<file path="src/rtl/owtr_pkg.sv">
// ----------------------------------------------------------------------------
// owtr_pkg
// Shared types and constants of the one-wire temperature reader.
// ----------------------------------------------------------------------------
`default_nettype none

package owtr_pkg;

  // Sequence phases
  typedef enum logic [4:0] {
    PH_IDLE     = 5'd0,
    PH_R1_LOW   = 5'd1,
    PH_R1_WAIT  = 5'd2,
    PH_R1_REC   = 5'd3,
    PH_W1_START = 5'd4,
    PH_W1_BODY  = 5'd5,
    PH_W2_START = 5'd6,
    PH_W2_BODY  = 5'd7,
    PH_CONV     = 5'd8,
    PH_R2_LOW   = 5'd9,
    PH_R2_WAIT  = 5'd10,
    PH_R2_REC   = 5'd11,
    PH_W3_START = 5'd12,
    PH_W3_BODY  = 5'd13,
    PH_W4_START = 5'd14,
    PH_W4_BODY  = 5'd15,
    PH_RL_START = 5'd16,
    PH_RL_SAMP  = 5'd17,
    PH_RL_REC   = 5'd18,
    PH_RH_START = 5'd19,
    PH_RH_SAMP  = 5'd20,
    PH_RH_REC   = 5'd21
  } phase_e;

  // Item kind carried in tuser
  typedef enum logic {
    MODE_TICK  = 1'b0,
    MODE_START = 1'b1
  } mode_e;

  // Register map, by word index
  typedef enum logic [2:0] {
    REG_RESET_LOW   = 3'd0,
    REG_PRES_SAMPLE = 3'd1,
    REG_RESET_REC   = 3'd2,
    REG_SLOT_START  = 3'd3,
    REG_WRITE_SLOT  = 3'd4,
    REG_READ_SAMPLE = 3'd5,
    REG_READ_REC    = 3'd6,
    REG_CONV_WAIT   = 3'd7
  } reg_idx_e;

  // Bus commands
  localparam logic [7:0] CMD_SKIP_ROM = 8'hCC;
  localparam logic [7:0] CMD_CONVERT  = 8'h44;
  localparam logic [7:0] CMD_READ_PAD = 8'hBE;
  localparam logic [7:0] CMD_NONE     = 8'h00;

  // Timing register reset values (microseconds)
  localparam logic [9:0]  RST_RESET_LOW   = 10'd485;
  localparam logic [7:0]  RST_PRES_SAMPLE = 8'd65;
  localparam logic [9:0]  RST_RESET_REC   = 10'd420;
  localparam logic [3:0]  RST_SLOT_START  = 4'd2;
  localparam logic [6:0]  RST_WRITE_SLOT  = 7'd65;
  localparam logic [5:0]  RST_READ_SAMPLE = 6'd13;
  localparam logic [6:0]  RST_READ_REC    = 7'd45;
  localparam logic [19:0] RST_CONV_WAIT   = 20'd750000;

  typedef struct packed {
    logic [9:0]  reset_low_time;
    logic [7:0]  presence_sample_time;
    logic [9:0]  reset_recovery_time;
    logic [3:0]  slot_start_time;
    logic [6:0]  write_slot_time;
    logic [5:0]  read_sample_time;
    logic [6:0]  read_recovery_time;
    logic [19:0] conversion_wait_time;
  } cfg_t;

  // One result item
  typedef struct packed {
    logic signed [7:0] whole_degrees;
    logic [15:0]       raw_temperature;
    logic              present;
    logic              done_res;
    logic              busy_res;
    logic              drive_low;
  } res_t;

endpackage

`default_nettype wire

</file>
<file path="src/rtl/owtr_seq.sv">
// ----------------------------------------------------------------------------
// owtr_seq
// Bus sequencer: phase, slot timer, shift byte and result word. Takes one
// item per step and returns the status that follows it.
// ----------------------------------------------------------------------------
`default_nettype none

module owtr_seq
  import owtr_pkg::*;
(
  input  var logic clk_i,
  input  var logic rst_ni,
  input  var logic step_i,
  input  var logic mode_i,
  input  var logic line_level_i,
  input  var cfg_t cfg_i,
  output res_t     res_o
);

  phase_e      phase_q, phase_d;
  logic [19:0] tick_q, tick_d, tick_inc;
  logic [7:0]  shift_q, shift_d;
  logic [2:0]  bit_q, bit_d, bit_inc;
  logic [7:0]  low_q, low_d;
  logic [15:0] result_q, result_d;
  logic        pres_q, pres_d;
  logic        done;
  logic        drive;

  // Next state for one item
  always_comb begin
    phase_d  = phase_q;
    tick_d   = tick_q;
    shift_d  = shift_q;
    bit_d    = bit_q;
    low_d    = low_q;
    result_d = result_q;
    pres_d   = pres_q;
    done     = 1'b0;
    tick_inc = tick_q + 20'd1;
    bit_inc  = bit_q + 3'd1;

    if (mode_i == MODE_START) begin
      if (phase_q == PH_IDLE) begin
        pres_d  = 1'b0;
        phase_d = PH_R1_LOW;
        tick_d  = '0;
      end
    end else if (phase_q != PH_IDLE) begin
      tick_d = tick_inc;
      case (phase_q)
        PH_R1_LOW, PH_R2_LOW: begin
          if (tick_inc >= {10'd0, cfg_i.reset_low_time}) begin
            phase_d = phase_e'(phase_q + 5'd1);
            tick_d  = '0;
          end
        end
        PH_R1_WAIT, PH_R2_WAIT: begin
          if (tick_inc >= {12'd0, cfg_i.presence_sample_time}) begin
            if (phase_q == PH_R1_WAIT) pres_d = ~line_level_i;
            phase_d = phase_e'(phase_q + 5'd1);
            tick_d  = '0;
          end
        end
        PH_R1_REC: begin
          if (tick_inc >= {10'd0, cfg_i.reset_recovery_time}) begin
            tick_d = '0;
            if (!pres_q) begin
              // nobody answered: end with a zero result
              result_d = '0;
              phase_d  = PH_IDLE;
              done     = 1'b1;
            end else begin
              phase_d = PH_W1_START;
              shift_d = CMD_SKIP_ROM;
              bit_d   = '0;
            end
          end
        end
        PH_R2_REC: begin
          if (tick_inc >= {10'd0, cfg_i.reset_recovery_time}) begin
            tick_d  = '0;
            phase_d = PH_W3_START;
            shift_d = CMD_SKIP_ROM;
            bit_d   = '0;
          end
        end
        PH_W1_START, PH_W2_START, PH_W3_START, PH_W4_START,
        PH_RL_START, PH_RH_START: begin
          if (tick_inc >= {16'd0, cfg_i.slot_start_time}) begin
            phase_d = phase_e'(phase_q + 5'd1);
            tick_d  = '0;
          end
        end
        PH_W1_BODY, PH_W2_BODY, PH_W3_BODY, PH_W4_BODY: begin
          if (tick_inc >= {13'd0, cfg_i.write_slot_time}) begin
            tick_d  = '0;
            shift_d = {1'b0, shift_q[7:1]};
            bit_d   = bit_inc;
            if (bit_inc != 3'd0) begin
              phase_d = phase_e'(phase_q - 5'd1);
            end else begin
              // byte sent: move to the next command or step
              case (phase_q)
                PH_W1_BODY: begin
                  phase_d = PH_W2_START;
                  shift_d = CMD_CONVERT;
                end
                PH_W2_BODY: phase_d = PH_CONV;
                PH_W3_BODY: begin
                  phase_d = PH_W4_START;
                  shift_d = CMD_READ_PAD;
                end
                default: begin
                  phase_d = PH_RL_START;
                  shift_d = CMD_NONE;
                end
              endcase
            end
          end
        end
        PH_CONV: begin
          if (tick_inc >= cfg_i.conversion_wait_time) begin
            phase_d = PH_R2_LOW;
            tick_d  = '0;
          end
        end
        PH_RL_SAMP, PH_RH_SAMP: begin
          if (tick_inc >= {14'd0, cfg_i.read_sample_time}) begin
            shift_d = {line_level_i, shift_q[7:1]};
            phase_d = phase_e'(phase_q + 5'd1);
            tick_d  = '0;
          end
        end
        PH_RL_REC, PH_RH_REC: begin
          if (tick_inc >= {13'd0, cfg_i.read_recovery_time}) begin
            tick_d = '0;
            bit_d  = bit_inc;
            if (bit_inc != 3'd0) begin
              phase_d = phase_e'(phase_q - 5'd2);
            end else if (phase_q == PH_RL_REC) begin
              low_d   = shift_q;
              phase_d = PH_RH_START;
              shift_d = CMD_NONE;
            end else begin
              result_d = {shift_q, low_q};
              phase_d  = PH_IDLE;
              done     = 1'b1;
            end
          end
        end
        default: begin
          phase_d = PH_IDLE;
          tick_d  = '0;
        end
      endcase
    end
  end

  // Bus drive for the state after the item
  always_comb begin
    case (phase_d)
      PH_R1_LOW, PH_R2_LOW, PH_W1_START, PH_W2_START, PH_W3_START,
      PH_W4_START, PH_RL_START, PH_RH_START: drive = 1'b1;
      PH_W1_BODY, PH_W2_BODY, PH_W3_BODY, PH_W4_BODY: drive = ~shift_d[0];
      default: drive = 1'b0;
    endcase
  end

  assign res_o.drive_low       = drive;
  assign res_o.busy_res        = (phase_d != PH_IDLE);
  assign res_o.done_res        = done;
  assign res_o.present         = pres_d;
  assign res_o.raw_temperature = result_d;
  assign res_o.whole_degrees   = result_d[11:4];

  // State registers
  always_ff @(posedge clk_i or negedge rst_ni) begin
    if (!rst_ni) begin
      phase_q  <= PH_IDLE;
      tick_q   <= '0;
      shift_q  <= '0;
      bit_q    <= '0;
      low_q    <= '0;
      result_q <= '0;
      pres_q   <= 1'b0;
    end else if (step_i) begin
      phase_q  <= phase_d;
      tick_q   <= tick_d;
      shift_q  <= shift_d;
      bit_q    <= bit_d;
      low_q    <= low_d;
      result_q <= result_d;
      pres_q   <= pres_d;
    end
  end

endmodule

`default_nettype wire

</file>
<file path="src/rtl/onewire_temperature_reader.sv">
// ----------------------------------------------------------------------------
// onewire_temperature_reader
// One-wire bus master that runs a temperature conversion and reads back the
// raw value, with APB timing registers and stream in/out ports.
// ----------------------------------------------------------------------------
// Each input item is a microsecond tick (tuser = 0) carrying the sampled bus
// level, or a start request (tuser = 1) that is acted on only while idle. Every
// item produces exactly one result item in the cycle after it is accepted: bus
// drive, busy, done, presence and the latest temperature. One item is taken
// per cycle; the only limit is the single output register, which accepts a
// new item whenever it is empty or being drained in the same cycle. The
// timing registers should be written only while the block is idle.
`default_nettype none

module onewire_temperature_reader
  import owtr_pkg::*;
(
  input  var logic        clk_i,
  input  var logic        rst_ni,
  // input stream
  input  var logic        s_axis_tvalid,
  output logic            s_axis_tready,
  input  var logic [7:0]  s_axis_tdata,   // [0] line_level, [7:1] zero
  input  var logic        s_axis_tuser,   // [0] mode
  // result stream
  output logic            m_axis_tvalid,
  input  var logic        m_axis_tready,
  output logic [31:0]     m_axis_tdata,   // [0] drive_low, [1] busy_res,
                                          // [2] done_res, [3] present,
                                          // [19:4] raw_temperature,
                                          // [27:20] whole_degrees, [31:28] 0
  // configuration
  input  var logic        psel,
  input  var logic        penable,
  input  var logic        pwrite,
  input  var logic [4:0]  paddr,
  input  var logic [31:0] pwdata,
  output logic [31:0]     prdata,
  output logic            pready
);

  cfg_t     cfg_q;
  reg_idx_e reg_sel;
  logic     cfg_wr;
  logic     accept;
  res_t     res;
  logic     out_valid_q;
  res_t     out_q;

  // Configuration registers
  assign pready  = 1'b1;
  assign cfg_wr  = psel && penable && pwrite;
  assign reg_sel = reg_idx_e'(paddr[4:2]);

  always_ff @(posedge clk_i or negedge rst_ni) begin
    if (!rst_ni) begin
      cfg_q.reset_low_time       <= RST_RESET_LOW;
      cfg_q.presence_sample_time <= RST_PRES_SAMPLE;
      cfg_q.reset_recovery_time  <= RST_RESET_REC;
      cfg_q.slot_start_time      <= RST_SLOT_START;
      cfg_q.write_slot_time      <= RST_WRITE_SLOT;
      cfg_q.read_sample_time     <= RST_READ_SAMPLE;
      cfg_q.read_recovery_time   <= RST_READ_REC;
      cfg_q.conversion_wait_time <= RST_CONV_WAIT;
    end else if (cfg_wr) begin
      case (reg_sel)
        REG_RESET_LOW:   cfg_q.reset_low_time       <= pwdata[9:0];
        REG_PRES_SAMPLE: cfg_q.presence_sample_time <= pwdata[7:0];
        REG_RESET_REC:   cfg_q.reset_recovery_time  <= pwdata[9:0];
        REG_SLOT_START:  cfg_q.slot_start_time      <= pwdata[3:0];
        REG_WRITE_SLOT:  cfg_q.write_slot_time      <= pwdata[6:0];
        REG_READ_SAMPLE: cfg_q.read_sample_time     <= pwdata[5:0];
        REG_READ_REC:    cfg_q.read_recovery_time   <= pwdata[6:0];
        REG_CONV_WAIT:   cfg_q.conversion_wait_time <= pwdata[19:0];
        default: ;
      endcase
    end
  end

  // Register readback
  always_comb begin
    case (reg_sel)
      REG_RESET_LOW:   prdata = {22'd0, cfg_q.reset_low_time};
      REG_PRES_SAMPLE: prdata = {24'd0, cfg_q.presence_sample_time};
      REG_RESET_REC:   prdata = {22'd0, cfg_q.reset_recovery_time};
      REG_SLOT_START:  prdata = {28'd0, cfg_q.slot_start_time};
      REG_WRITE_SLOT:  prdata = {25'd0, cfg_q.write_slot_time};
      REG_READ_SAMPLE: prdata = {26'd0, cfg_q.read_sample_time};
      REG_READ_REC:    prdata = {25'd0, cfg_q.read_recovery_time};
      REG_CONV_WAIT:   prdata = {12'd0, cfg_q.conversion_wait_time};
      default:         prdata = '0;
    endcase
  end

  // Input side: free while the output register is empty or draining
  assign s_axis_tready = !out_valid_q || m_axis_tready;
  assign accept        = s_axis_tvalid && s_axis_tready;

  owtr_seq u_seq (
    .clk_i        (clk_i),
    .rst_ni       (rst_ni),
    .step_i       (accept),
    .mode_i       (s_axis_tuser),
    .line_level_i (s_axis_tdata[0]),
    .cfg_i        (cfg_q),
    .res_o        (res)
  );

  // Output register
  always_ff @(posedge clk_i or negedge rst_ni) begin
    if (!rst_ni) begin
      out_valid_q <= 1'b0;
    end else if (accept) begin
      out_valid_q <= 1'b1;
    end else if (m_axis_tready) begin
      out_valid_q <= 1'b0;
    end
  end

  always_ff @(posedge clk_i) begin
    if (accept) begin
      out_q <= res;
    end
  end

  assign m_axis_tvalid = out_valid_q;
  assign m_axis_tdata  = {4'd0, out_q};

`ifndef SYNTHESIS
  // every accepted item leaves a result behind it
  assert property (@(posedge clk_i) disable iff (!rst_ni)
    (s_axis_tvalid && s_axis_tready) |=> m_axis_tvalid)
    else $error("accepted item produced no result");

  // a full, stalled output register blocks the input
  assert property (@(posedge clk_i) disable iff (!rst_ni)
    (m_axis_tvalid && !m_axis_tready) |-> !s_axis_tready)
    else $error("input taken while result stalled");

  // the finishing item reports idle
  assert property (@(posedge clk_i) disable iff (!rst_ni)
    (m_axis_tvalid && m_axis_tdata[2]) |-> !m_axis_tdata[1])
    else $error("done reported while busy");

  // the bus is never pulled low while idle
  assert property (@(posedge clk_i) disable iff (!rst_ni)
    (m_axis_tvalid && !m_axis_tdata[1]) |-> !m_axis_tdata[0])
    else $error("bus driven low while idle");
`endif

endmodule

`default_nettype wire

</file>
<file path="config.mk">
export PLATFORM = sky130hd
export DESIGN_NAME = onewire_temperature_reader
export DESIGN_NICKNAME = d
export VERILOG_FILES = /design/src/rtl/owtr_pkg.sv /design/src/rtl/owtr_seq.sv /design/src/rtl/onewire_temperature_reader.sv
export SDC_FILE = /design/constraint.sdc
export NUM_CORES = 1
export LEC_CHECK = 0
export BUFFER_PORTS_ARGS = -buffer_cell sky130_fd_sc_hd__buf_2
export CAP_MARGIN = 30
export CORE_MARGIN = 5
export CORE_UTILIZATION = 40
export DETAILED_ROUTE_END_ITERATION = 12
export PLACE_DENSITY = 0.63
export SLEW_MARGIN = 15
export SYNTH_ARGS = -nofsm -noshare
export SYNTH_HDL_FRONTEND = slang
export SYNTH_SLANG_ARGS = --single-unit
</file>
<file path="constraint.sdc">
create_clock -name clk_i -period 9.8 [get_ports clk_i]
set_input_delay 0.49 -clock clk_i [delete_from_list [all_inputs] [get_ports clk_i]]
set_output_delay 0.49 -clock clk_i [all_outputs]
set_load 0.005 [all_outputs]
</file>
* After elaboration in Yosys (flattened, before gate mapping)
Cells that the tools add are included.
** Word-level totals
- Register bits after elaboration :: 162
- Input bits :: 53
- Output and inout bits :: 67
- Logic and storage cells :: 199
** Operators by class
- $add $sub $neg :: 5
- Magnitude comparators :: 8
- Equality and inequality tests :: 49
- Mux-type cells :: 73
- Bitwise operators :: 5
- Reductions and logical operators :: 36
** Operators by type and width (count)
- 32-bit case mux with 8 select lines :: 1
- 20-bit two-way mux :: 11
- 20-bit case mux with 8 select lines :: 1
- 16-bit two-way mux :: 7
- 5-bit two-way mux :: 15
- 8-bit two-way mux :: 9
- 5-bit by 4-bit equality test with 1-bit output, second input constant :: 13
- 5-bit case mux with 9 select lines :: 1
- 5-bit by 3-bit equality test with 1-bit output, second input constant :: 8
- 5-bit equality test, second input constant :: 8
- 20-bit by 10-bit >= comparator with 1-bit output :: 2
- 20-bit by 7-bit >= comparator with 1-bit output :: 2
- 8-bit case mux with 5 select lines :: 1
- 16-bit case mux with 2 select lines :: 1
- 8-bit case mux with 3 select lines :: 1
- 20-bit by 1-bit adder with 20-bit output, second input constant :: 1
- 20-bit >= comparator :: 1
- 20-bit by 4-bit >= comparator with 1-bit output :: 1
- 20-bit by 6-bit >= comparator with 1-bit output :: 1
- 20-bit by 8-bit >= comparator with 1-bit output :: 1
- 3-bit two-way mux :: 6
- 2-bit by 1-bit != test with 1-bit output, second input constant :: 8
- 2-bit AND reduction :: 8
- 1-bit two-way mux :: 15
- 31 further kinds :: 53

* Depth between registers and ports, before layout
Gate-level depths: netlist of the first run.
- Depth after elaboration :: 10
- Gate-level depth with buffers :: 18
- Mapped depth without buffers :: 16

* Hierarchy
From an unflattened synthesis of the first run, not the netlist that was laid out.
** Second synthesis, totals
- Cells, all modules :: 1044
- Area, all modules :: 10697.8 µm²
** Modules (own cells, without submodules)
- owtr_seq :: instances 1, cells an instance 755, area each 6274.8 µm², seq. area each 1526.5 µm²
- onewire_temperature_reader :: instances 1, cells an instance 289, area each 4423.0 µm², seq. area each 2707.6 µm²

* Worst setup path after synthesis of the first run
OpenSTA, ideal clock, no wires.
- Path type :: register to register
- From :: reg u_seq.tick_q[0]
- To :: reg u_seq.tick_q[16]
- Library setup time :: 132 ps
- Data arrival time :: 3965 ps
- Required time :: 9668 ps
- Setup slack :: 5703 ps
- Stages on the path, launching flop included :: 17
- Path buffers :: 2
- Period minus slack after synthesis :: 4097 ps
- Cell sequence :: dfrtp_1 -> ha_1 -> and3_1 -> buf_6 -> xnor2_1 -> ha_1 -> o2111ai_1 -> o31a_1 -> maj3_1 -> o2111ai_1 -> nor3_1 -> or2_1 -> o41ai_2 -> clkbuf_1 -> a21oi_1 -> o21ai_0 -> o31ai_1
** On the way
- Cells in the longest elaborated chain, start to end :: 6
- Elaborated cells between the ends (all ways) :: 20
- Those cells by class :: 1 x add/sub; 8 x order compare; 11 x mux
** RTL lines
- start: declaration :: line owtr_seq.sv:21 : logic [19:0] tick_q, tick_d, tick_inc;
- start signal: assignment :: line owtr_seq.sv:189 : tick_q <= tick_d;
- 20-bit by 1-bit adder with 20-bit output (*) :: line owtr_seq.sv:40 : tick_inc = tick_q + 20'd1;
- 20-bit by 7-bit >= comparator with 1-bit output, or another cell as far along :: line owtr_seq.sv:136 : if (tick_inc >= {13'd0, cfg_i.read_recovery_time}) begin
- 20-bit two-way mux, or another cell as far along :: line owtr_seq.sv:136
- 20-bit case mux with 8 select lines (*) :: line owtr_seq.sv:51 : case (phase_q)
- 20-bit two-way mux (*) :: line owtr_seq.sv:49 : end else if (phase_q != PH_IDLE) begin
- 20-bit two-way mux (*) :: line owtr_seq.sv:43 : if (mode_i == MODE_START) begin
Every way passes the cells marked *; elsewhere a longest branch is shown, timed or not. The select of a mux whose other input is x is not followed.
A chain may end at the register's enable or synchronous reset.

==> results of run 1 <==
critical path, delay by kind of cell (launching register included):
kind / cells / cell delay, ns
AND/OR/NAND/NOR: 1 / 0.20
XOR/XNOR: 1 / 0.69
AO/OA/AOI/OAI: 9 / 2.25
flip-flops: 1 / 0.68
adder cells (fa/ha/maj): 3 / 1.20
cells in the mapped netlist, drive strengths merged (5+ instances only):
cell	n	area, um^2
mux4	6	135
a22o	32	280
or4	7	52.6
nand4	10	62.6
a31oi	7	43.8
o31ai	18	135
nor4	16	115
a211oi	11	87.6
nand2b	20	125
xor2	5	43.8
nand2	127	477
and3	11	70.1
nor2	49	184
o211ai	7	57.6
xnor2	18	158
clkbuf	38	143
a21oi	47	235
a21o	8	60.1
a221oi	8	76.3
nor2b	8	50.1
nand3	27	148
dfrtp	102	2550
o21a	7	52.6
or2	5	31.3
edfxtp	20	601
mux2	36	405
nor3	37	185
or3	7	48.8
o21ai	117	586
mux2i	9	90.1
ha	78	976
dfstp	32	841
buf	44	295
and2	9	56.3
inv	95	357
a2111oi	8	70.1
area by class of cell:
cell class	count	area [um^2]
timing repair buffer	93	522
clock inverter	15	196
multi-input combinational	843	5810
clock buffer	17	425
fill	2527	14300
tap	335	419
inverter	96	360
sequential	154	3990
layer usage:
metal | share of wire, % | track usage [%] | wire [um] | vias to the layer above
li1 | - | - | - | 4265
met3 | 5.5 | 2.83 | 1600 | 47
met5 | 0 | 0 | 0 | -
met1 | 46 | 27.7 | 13300 | 4255
met2 | 46 | 31.7 | 13200 | 290
met4 | 2.9 | 6.77 | 829 | 0
cell usage in the layout (no fill, tap or decap), types with 35 or more instances in the layout:
cell type / instances
nand2_1: 127
nor3_1: 35
inv_1: 94
nor2_1: 49
buf_2: 80
mux2_2: 36
ha_1: 78
o21ai_0: 106
a21oi_1: 47
dfrtp_1: 102
registers in the layout, indices dropped and copies added (netlist names):
name,cells
cfg_q,72
m_axis_tdata,20
m_axis_tvalid,1
u_seq.bit_q,3
u_seq.low_q,8
u_seq.phase_q,5
u_seq.pres_q,1
u_seq.result_q,16
u_seq.shift_q,8
u_seq.tick_q,20
power by group through the flow:
stage	Combinational, W	Clock [W]	Sequential, W
3_3_place_gp	0.000467	0	0.000815
4_1_cts	0.000479	0.000705	0.000807
2_1_floorplan	0.000329	0	0.000800
3_5_place_dp	0.000472	0	0.000819
5_1_grt	0.000542	0.000734	0.000819
6_report	0.000482	0.000691	0.000807
worst max-delay path by stage:
| stage | startpoint | to | slack [ns] | cells past startpoint |
|---|---|---|---|---|
| after floorplan | u_seq.tick_q[0] | u_seq.tick_q[16] | 5.70 | 16 |
| after global placement | u_seq.tick_q[0] | m_axis_tdata[0] | 4.51 | 14 |
| after detailed placement | u_seq.tick_q[0] | m_axis_tdata[0] | 4.53 | 14 |
| after CTS | u_seq.tick_q[0] | m_axis_tdata[0] | 4.54 | 15 |
| after global routing | u_seq.tick_q[0] | m_axis_tdata[0] | 4.25 | 15 |
| final | u_seq.tick_q[0] | m_axis_tdata[0] | 4.51 | 14 |
per-stage QoR:
stage | cell area, um^2 | setup WS [ns] | std cells | power, W
CTS | 11700 | 4.54 | 1552 | 0.00199
finish | 11700 | 4.51 | 1553 | 0.00198
global route | 11700 | 4.25 | 1553 | 0.00209
global placement | 11100 | 4.51 | 1519 | 0.00128
detailed placement | 11100 | 4.53 | 1520 | 0.00129
floorplan | 10600 | 5.70 | 1175 | 0.00113
cells by family after synthesis:
group | synth area share (%)
AO/OA/AOI/OAI | 20.6
XOR/XNOR | 1.92
adder cells (fa/ha/maj) | 9.56
buffers and inverters | 7.59
flip-flops | 38.0
multiplexers | 6.00
other | 0.0714
AND/OR/NAND/NOR | 16.3
==> reports/metrics.cfg, run 1 <==
[run_status]
status = finished, final reports clean

[cts]
postCtsSetupBuffers = 0
clock_sink_count = 154
cts_hold_buffers = 0
htreeDepth = 4
cts_max_path_buffers = 2
path_clk_slew_ns = 0.07
cts_tree = yes
clk_latency_ns = 0.44
cts_root_buf = clkbuf_16
post_cts_resized = 0
numCtsBuffers = 17

[setup_path]
cp-end-kind = flip-flop
critPathMaxFanout = 14
r2r_setup_slack_ns = 4.51
crit_type = reg -> reg
cp.arrival_ns = 5.46
r2r_start = u_seq.tick_q[0]
worstRegToRegCells = 14
crit_chain = ha_1 -> xor2_1 -> ha_1 -> a21o_1 -> a31oi_1 -> o2111ai_1 -> maj3_1 -> a221oi_1 -> o21ai_0 -> a21oi_1 -> o31ai_1 -> and2_1 -> a32oi_1 -> o211ai_2
cpMostUsedCell = ha_1
crit_path_max_incr_delay_ns = 0.69
crit_slowest_cell = xor2_1
required_ns = 9.97
start_kind = flip-flop
r2r_end = m_axis_tdata[0]

[synth]
ys_seq_area_share_pct = 38.0
ys_ff_latch = 154
syn-instance-count = 1160
yosysWarnings = 0
async_flop_share_pct = 87.0
synth_area_mm2 = 0.0105
synth_edf_count = 20
synth_cell_type_count = 84
synth_ff_type = dfrtp_1
syn_avg_cell_area_um2 = 9.07

[power_and_ir_drop]
power_density_mw_per_mm2 = 169
pwr-share-seq_pct = 40.8
ir_drop_v = 0.000107
power.internal_w = 0.00131
leakagePower_nw = 5.27
power.switching_w = 0.000667
clkPwrFrac_pct = 34.9
swShare_pct = 33.7
combPwrFrac_pct = 24.3

[timing]
finalSetupTns_ns = 0
rsz0062_at_grt = no
clock_skew_ns = 0.0173
relSlewSlack_pct = 38.0
tightest_slew_ns = 0.924
finalSetupViolCount = 0
fin_crit_ns = 5.29
finalCritPeriodShare_pct = 54.0
finalHoldViolCount = 0
finalMaxSlewViolations = 0
fmax_mhz = 189
worst_hold_slack_ns = 0.0166

[floorplanning]
pin_count = 120
fp.dieH_um = 172
die_w_um = 172
rows = 59
initial_core_util_pct = 40.5
coreArea_mm2 = 0.0260
dieArea_mm2 = 0.0296

[min_path]
hold_class = in -> async

[global_route]
grt_pass1_vias = 8414
grt-ovfl-total = 0
grt_pass1_wl_um = 46300
antenna_found_initial = 0
grt_usage_pct = 19.8
grt_max_degree = 58

[final_layout]
fin_util_pct = 45.1
drive_above_1_share_pct = 17.8
syn_to_final_growth_pct = 11.5
nNetsFinal = 1336
n_antenna_cell = 0

[drt]
routed_wl_um = 28900
drtIter0Drc = 913
drc_errors = 0
drt_pass1_iterations = 5
vias = 8857
wire_per_inst_um = 18.6
vias_per_cell = 5.70
drtAntennaViolNets = 0

[placed_design]
io_buffer_count = 81
dp_hpwl_um = 21200
place_congestion = 0.952

[flow_run]
maxCapViolations = 0

Power figures use the tool's default switching activity.
==> inputs of run 2 (changes only) <==
- clock period: 9.8 -> 5.1 ns (I/O delays scaled with it)
==> run 2 against run 1 <==
Net effect: hold slack improved by 0.0043 ns; power increased by 95%; wire length increased by 4.6%; non-clock buffer count increased by 27; largest cell class unchanged; largest power group unchanged.
==> reports/metrics.cfg, run 2 (synthesized netlist as in run 1, its figures left out) <==
[global_route]
grt-ovfl-total = 0  ; unchanged
antenna_found_initial = 0  ; unchanged
grt_max_degree = 80  ; was 58
grt_pass1_wl_um = 48100  ; was 46300 um
grt_pass1_vias = 8666  ; was 8414
grt_usage_pct = 20.5  ; was 19.8%

[final_layout]
top_register = cfg_q  ; unchanged
syn_to_final_growth_pct = 13.5  ; was 11.5%
drive_above_1_share_pct = 19.5  ; was 17.8%
nNetsFinal = 1363  ; was 1336
finalNonFillerCells = 1580  ; was 1553
fin_util_pct = 45.9  ; was 45.1%
layout_commonest_cell = nand2_1  ; unchanged
largest_reg_flops = 72  ; unchanged
layout_common_cells = nand2_1 (127), o21ai_0 (106), dfrtp_1 (102)  ; unchanged
n_antenna_cell = 0  ; unchanged

[cts]
clk_latency_ns = 0.43  ; was 0.44 ns
cts_max_path_buffers = 2  ; unchanged
htreeDepth = 4  ; unchanged
cts_tree = yes  ; unchanged
post_cts_resized = 0  ; unchanged
path_clk_slew_ns = 0.08  ; was 0.07 ns
clock_sink_count = 154  ; unchanged
numCtsBuffers = 17  ; unchanged
cts_root_buf = clkbuf_16  ; unchanged

[flow_run]
maxCapViolations = 0  ; unchanged

[floorplanning]
rows = 59  ; unchanged
initial_core_util_pct = 40.5  ; unchanged
coreArea_mm2 = 0.0260  ; unchanged
pin_count = 120  ; unchanged
die_w_um = 172  ; unchanged
dieArea_mm2 = 0.0296  ; unchanged
fp.dieH_um = 172  ; unchanged

[setup_path]
crit_slowest_cell = a2111oi_0  ; was xor2_1
crit_chain = buf_4 -> nand4_1 -> or3_1 -> nand2_1 -> ha_1 -> a2111oi_0 -> o21ai_0 -> a21oi_1 -> o211ai_1 -> o311ai_0 -> nor4bb_1 -> buf_4 -> o221a_2 -> nor4b_1 -> a32oi_1 -> o211ai_2  ; was ha_1 -> xor2_1 -> ha_1 -> a21o_1 -> a31oi_1 -> o2111ai_1 -> maj3_1 -> a221oi_1 -> o21ai_0 -> a21oi_1 -> o31ai_1 -> and2_1 -> a32oi_1 -> o211ai_2
crit_path_max_incr_delay_ns = 0.39  ; was 0.69 ns
required_ns = 5.38  ; was 9.97 ns
cpMostUsedCell = buf_4  ; was ha_1
cp.arrival_ns = 5.01  ; was 5.46 ns
crit_type = reg -> reg  ; unchanged
start_kind = flip-flop  ; unchanged
critPathMaxFanout = 13  ; was 14
cp-end-kind = flip-flop  ; unchanged

[timing]
finalSetupViolCount = 0  ; unchanged
worst_hold_slack_ns = 0.0210  ; was 0.0166 ns
finalCritPeriodShare_pct = 92.7  ; was 54.0%
finalHoldViolCount = 0  ; unchanged
clock_skew_ns = 0.0116  ; was 0.0173 ns
rsz0062_at_grt = no  ; unchanged
finalSetupTns_ns = 0  ; unchanged
fin_crit_ns = 4.73  ; was 5.29 ns
fmax_mhz = 212  ; was 189 MHz
relSlewSlack_pct = 36.0  ; was 38.0%
tightest_slew_ns = 0.953  ; was 0.924 ns
finalMaxSlewViolations = 0  ; unchanged

[drt]
drc_errors = 0  ; unchanged
vias = 9037  ; was 8857
drtIter0Drc = 768  ; was 913
drt_pass1_iterations = 5  ; unchanged
route.top_layer_used = met4  ; unchanged
wl_met2_um = 14100  ; was 13200 um
dr_wl_met3_um = 1580  ; was 1600 um
wl_met1_um = 13800  ; was 13300 um
routed_wl_um = 30300  ; was 28900 um
drtAntennaViolNets = 0  ; unchanged
vias_per_cell = 5.72  ; was 5.70
wire_per_inst_um = 19.1  ; was 18.6 um

[power_and_ir_drop]
leakagePower_nw = 5.41  ; was 5.27 nW
ir_drop_v = 0.000175  ; was 0.000107 V
power_density_mw_per_mm2 = 324  ; was 169 mW/mm^2

[run_status]
status = finished, final reports clean  ; unchanged

[placed_design]
io_buffer_count = 81  ; unchanged
dp_cells = 1546  ; was 1520
dp_hpwl_um = 22100  ; was 21200 um
place_congestion = 0.940  ; was 0.952

[min_path]
hold_class = in -> reg  ; was in -> async

[run 2: changes by cell type in the layout (fill, tap and decap cells not counted)]
cell,change
buf_12,+1
buf_16,-1
buf_4,+27
clkbuf_4,-1
clkinv_4,-2
clkinv_8,-1
clkinvlp_4,+1
dlygate4sd3_1,+1
inv_12,+1
inv_6,-1
inv_8,+2
nor4_2,-1
nor4_4,+1
[run 2: stage by stage]
step	power [W]	setup WS (ns)	cell area [um^2]
final	0.00386	0.373	11900
after global routing	0.00409	0.0144	11900
after CTS	0.00389	0.452	11900
after detailed placement	0.00253	0.480	11300
after global placement	0.00252	0.499	11300
after floorplan	0.00217	1.00	10600
[run 2: area by class of cell]
type / count / area, um^2
Fill cell: 2514 / 14000
Multi-Input combinational cell: 843 / 5820
Sequential cell: 154 / 3990
Timing Repair Buffer: 120 / 719
Clock buffer: 17 / 425
Tap cell: 335 / 419
Inverter: 96 / 360
Clock inverter: 15 / 200
[run 2: power by group]
part | internal [W] | total, W | switching [W]
combinational | 0.000401 | 0.000986 | 0.000585
clock | 0.000715 | 0.00134 | 0.000626
sequential | 0.00144 | 0.00154 | 0.0000971
[run 2: worst max-delay path: cells and delay by family, from the launching register on]
family	cells	cell delay, ns
AOI/OAI and AO/OA	8	2.00
buffers and inverters	2	0.38
and+or+nand+nor	5	1.50
adders and majority gates	1	0.32
DFF	1	0.35
[run 2: final timing paths]
kind	from	to	slack, ns	cells after the start
max	u_seq.tick_q[0]	m_axis_tdata[0]	0.37	16
min	pwdata[11]	cfg_q[11]	0.02	3
max reg2reg	u_seq.tick_q[0]	m_axis_tdata[0]	0.37	16
min reg2reg	u_seq.bit_q[0]	u_seq.bit_q[0]	0.49	1
max in group asynchronous	rst_ni	u_seq.tick_q[13]	3.46	3
min in group asynchronous	rst_ni	u_seq.phase_q[4]	0.44	2
[run 2: repair_timing]
action	4_1_cts	5_1_grt
hold buffers	1	0
hold endpoints to repair	52	0
setup buffers	0	0
[run 2: layer usage]
metal / up-vias / track usage [%]
met5: - / 0
met4: 0 / 7.18
met3: 47 / 3.04
met2: 298 / 32.8
met1: 4346 / 28.5
li1: 4346 / -
==> inputs of run 3 (changes only) <==
- BUFFER_PORTS_ARGS: -buffer_cell sky130_fd_sc_hd__buf_2 -> not set
- DONT_BUFFER_PORTS: not set -> 1
- PLACE_DENSITY: 0.63 -> 0.59
==> run 3 against run 2 <==
Net effect: hold slack gained 0.012 ns; combinational power shrank 7.2%; power shrank 4.1%; maximum frequency grew 4.1%; clock skew grew 0.0048 ns; non-clock buffer count shrank 62; register-to-register slack gained 0.19 ns; sequential power is essentially flat; core utilization shrank 1.0 points; critical path depth shrank 4; die area is the same; critical endpoint is now m_axis_tdata[1]; largest cell class unchanged; highest routed layer unchanged.
==> reports/metrics.cfg, run 3 (synthesized netlist as in run 1, its figures left out) <==
[timing]
worst_slack_ns = 0.559  ; was 0.373 ns
worst_hold_slack_ns = 0.0334  ; was 0.0210 ns
finalSetupTns_ns = 0  ; unchanged
finalMaxSlewViolations = 0  ; unchanged
fin_crit_ns = 4.54  ; was 4.73 ns
clock_skew_ns = 0.0164  ; was 0.0116 ns
finalSetupViolCount = 0  ; unchanged
finalHoldViolCount = 0  ; unchanged
rsz0062_at_grt = no  ; unchanged
relSlewSlack_pct = 34.5  ; was 36.0%
tightest_slew_ns = 0.978  ; was 0.953 ns
fmax_mhz = 220  ; was 212 MHz
finalCritPeriodShare_pct = 89.0  ; was 92.7%

[final_layout]
largest_reg_flops = 72  ; unchanged
syn_to_final_growth_pct = 11.0  ; was 13.5%
layout_commonest_cell = nand2_1  ; unchanged
nNetsFinal = 1301  ; was 1363
layout_common_cells = nand2_1 (127), o21ai_0 (106), dfrtp_1 (102)  ; unchanged
finalNonFillerCells = 1518  ; was 1580
top_register = cfg_q  ; unchanged
fin_util_pct = 44.9  ; was 45.9%
n_antenna_cell = 0  ; unchanged
drive_above_1_share_pct = 13.5  ; was 19.5%

[setup_path]
crit_type = reg -> reg  ; unchanged
worstRegToRegCells = 12  ; was 16
required_ns = 5.23  ; was 5.38 ns
start_kind = flip-flop  ; unchanged
cp.arrival_ns = 4.67  ; was 5.01 ns
cp-end-kind = flip-flop  ; unchanged
critPathMaxFanout = 20  ; was 13

[power_and_ir_drop]
power_density_mw_per_mm2 = 317  ; was 324 mW/mm^2
leakagePower_nw = 5.12  ; was 5.41 nW
ir_drop_v = 0.000223  ; was 0.000175 V

[drt]
drt_pass1_iterations = 5  ; unchanged
vias_per_cell = 5.70  ; was 5.72
drtAntennaViolNets = 0  ; unchanged
wl_met1_um = 14200  ; was 13800 um
routed_wl_um = 29700  ; was 30300 um
route.top_layer_used = met4  ; unchanged
dr_wl_met3_um = 1390  ; was 1580 um
wl_met2_um = 13600  ; was 14100 um
wire_per_inst_um = 19.6  ; was 19.1 um
vias = 8652  ; was 9037
drc_errors = 0  ; unchanged
drtIter0Drc = 603  ; was 768

[floorplanning]
initial_core_util_pct = 40.5  ; unchanged
dieArea_mm2 = 0.0296  ; unchanged
die_w_um = 172  ; unchanged
fp.dieH_um = 172  ; unchanged
rows = 59  ; unchanged
coreArea_mm2 = 0.0260  ; unchanged
pin_count = 120  ; unchanged

[placed_design]
dp_hpwl_um = 21500  ; was 22100 um
dp_cells = 1463  ; was 1546
place_congestion = 0.927  ; was 0.940
pre_cts_ws_ns = 0.613  ; was 0.480 ns
io_buffer_count = 0  ; was 81

[min_path]
hold_class = in -> reg  ; unchanged
hold_depth = 2  ; was 3

[cts]
clk_latency_ns = 0.44  ; was 0.43 ns
path_clk_slew_ns = 0.07  ; was 0.08 ns
cts_tree = yes  ; unchanged
cts_root_buf = clkbuf_16  ; unchanged
htreeDepth = 4  ; unchanged
cts_max_path_buffers = 2  ; unchanged
numCtsBuffers = 17  ; unchanged
clock_sink_count = 154  ; unchanged
postCtsSetupBuffers = 0  ; unchanged

[run_status]
status = finished, final reports clean  ; unchanged

[global_route]
grt_max_degree = 135  ; was 80
grt_usage_pct = 20.4  ; was 20.5%
grt_pass1_vias = 8541  ; was 8666
grt_pass1_wl_um = 47700  ; was 48100 um
antenna_found_initial = 0  ; unchanged
grt-ovfl-total = 0  ; unchanged

[flow_run]
maxCapViolations = 0  ; unchanged

## run 3: changes by cell type in the layout (fill, tap and decap cells not counted), sizes merged
| cell | delta |
|---|---|
| dlygate4sd3 | +21 |
| bufinv | -1 |
| buf | -83 |
| clkinv | +3 |
| clkinvlp | -1 |
| inv | -1 |
## run 3: timing repair
| item | CTS | global route |
|---|---|---|
| hold buffers | 23 | 0 |
| gates resized for setup | 0 | 0 |
| endpoints found under the hold margin | 207 | 0 |
## run 3: area by class of cell
class | count | area, um^2
well taps | 335 | 419
fillers | 2535 | 14300
inverters | 96 | 360
clock inverters | 15 | 131
flip-flops and latches | 154 | 3990
clock buffers | 17 | 425
repair buffers | 58 | 523
multi-input cells | 843 | 5820
## run 3: power breakdown
group,leakage [nW],internal [W],switching (W)
Sequential,1.86,0.00144,0.000102
Combinational,2.99,0.000372,0.000543
Clock,0.272,0.000641,0.000606
Total,5.12,0.00245,0.00125
## run 3: worst paths after layout
| path | startpoint | to | slack (ns) |
|---|---|---|---|
| worst max-delay path | u_seq.tick_q[1] | m_axis_tdata[1] | 0.56 |
| worst min-delay path | s_axis_tdata[0] | u_seq.shift_q[7] | 0.03 |
| worst max register to register | u_seq.tick_q[1] | m_axis_tdata[1] | 0.56 |
| worst min register to register | u_seq.bit_q[0] | u_seq.bit_q[0] | 0.48 |
| max in group asynchronous | rst_ni | cfg_q[18] | 4.08 |
| min in group asynchronous | rst_ni | cfg_q[48] | 0.49 |
## run 3: stage by stage
| stage | power [W] | instance area [um^2] |
|---|---|---|
| finish | 0.00370 | 11700 |
| global route | 0.00392 | 11700 |
| CTS | 0.00373 | 11700 |
| detailed placement | 0.00242 | 10900 |
| global placement | 0.00241 | 10900 |
| floorplan | 0.00217 | 10600 |
## run 3: layer usage
| layer | vias to the layer above | global-route usage, % |
|---|---|---|
| li1 | 4207 | - |
| met1 | 4157 | 28.9 |
| met2 | 244 | 32.5 |
| met3 | 44 | 3.41 |
| met4 | 0 | 5.47 |
| met5 | - | 0 |
## run 3: worst max-delay path, stage by stage, from the launching register on
cell and delay (ns):
dfrtp_1 0.40, ha_1 0.29, and3_1 0.47, nand3_4 0.21
o32ai_1 0.38, a21oi_1 0.14, or3_4 0.52, o41a_1 0.50
nor4_1 0.47, o22ai_1 0.17, nor3_1 0.36, and3_1 0.21
nand3_1 0.12
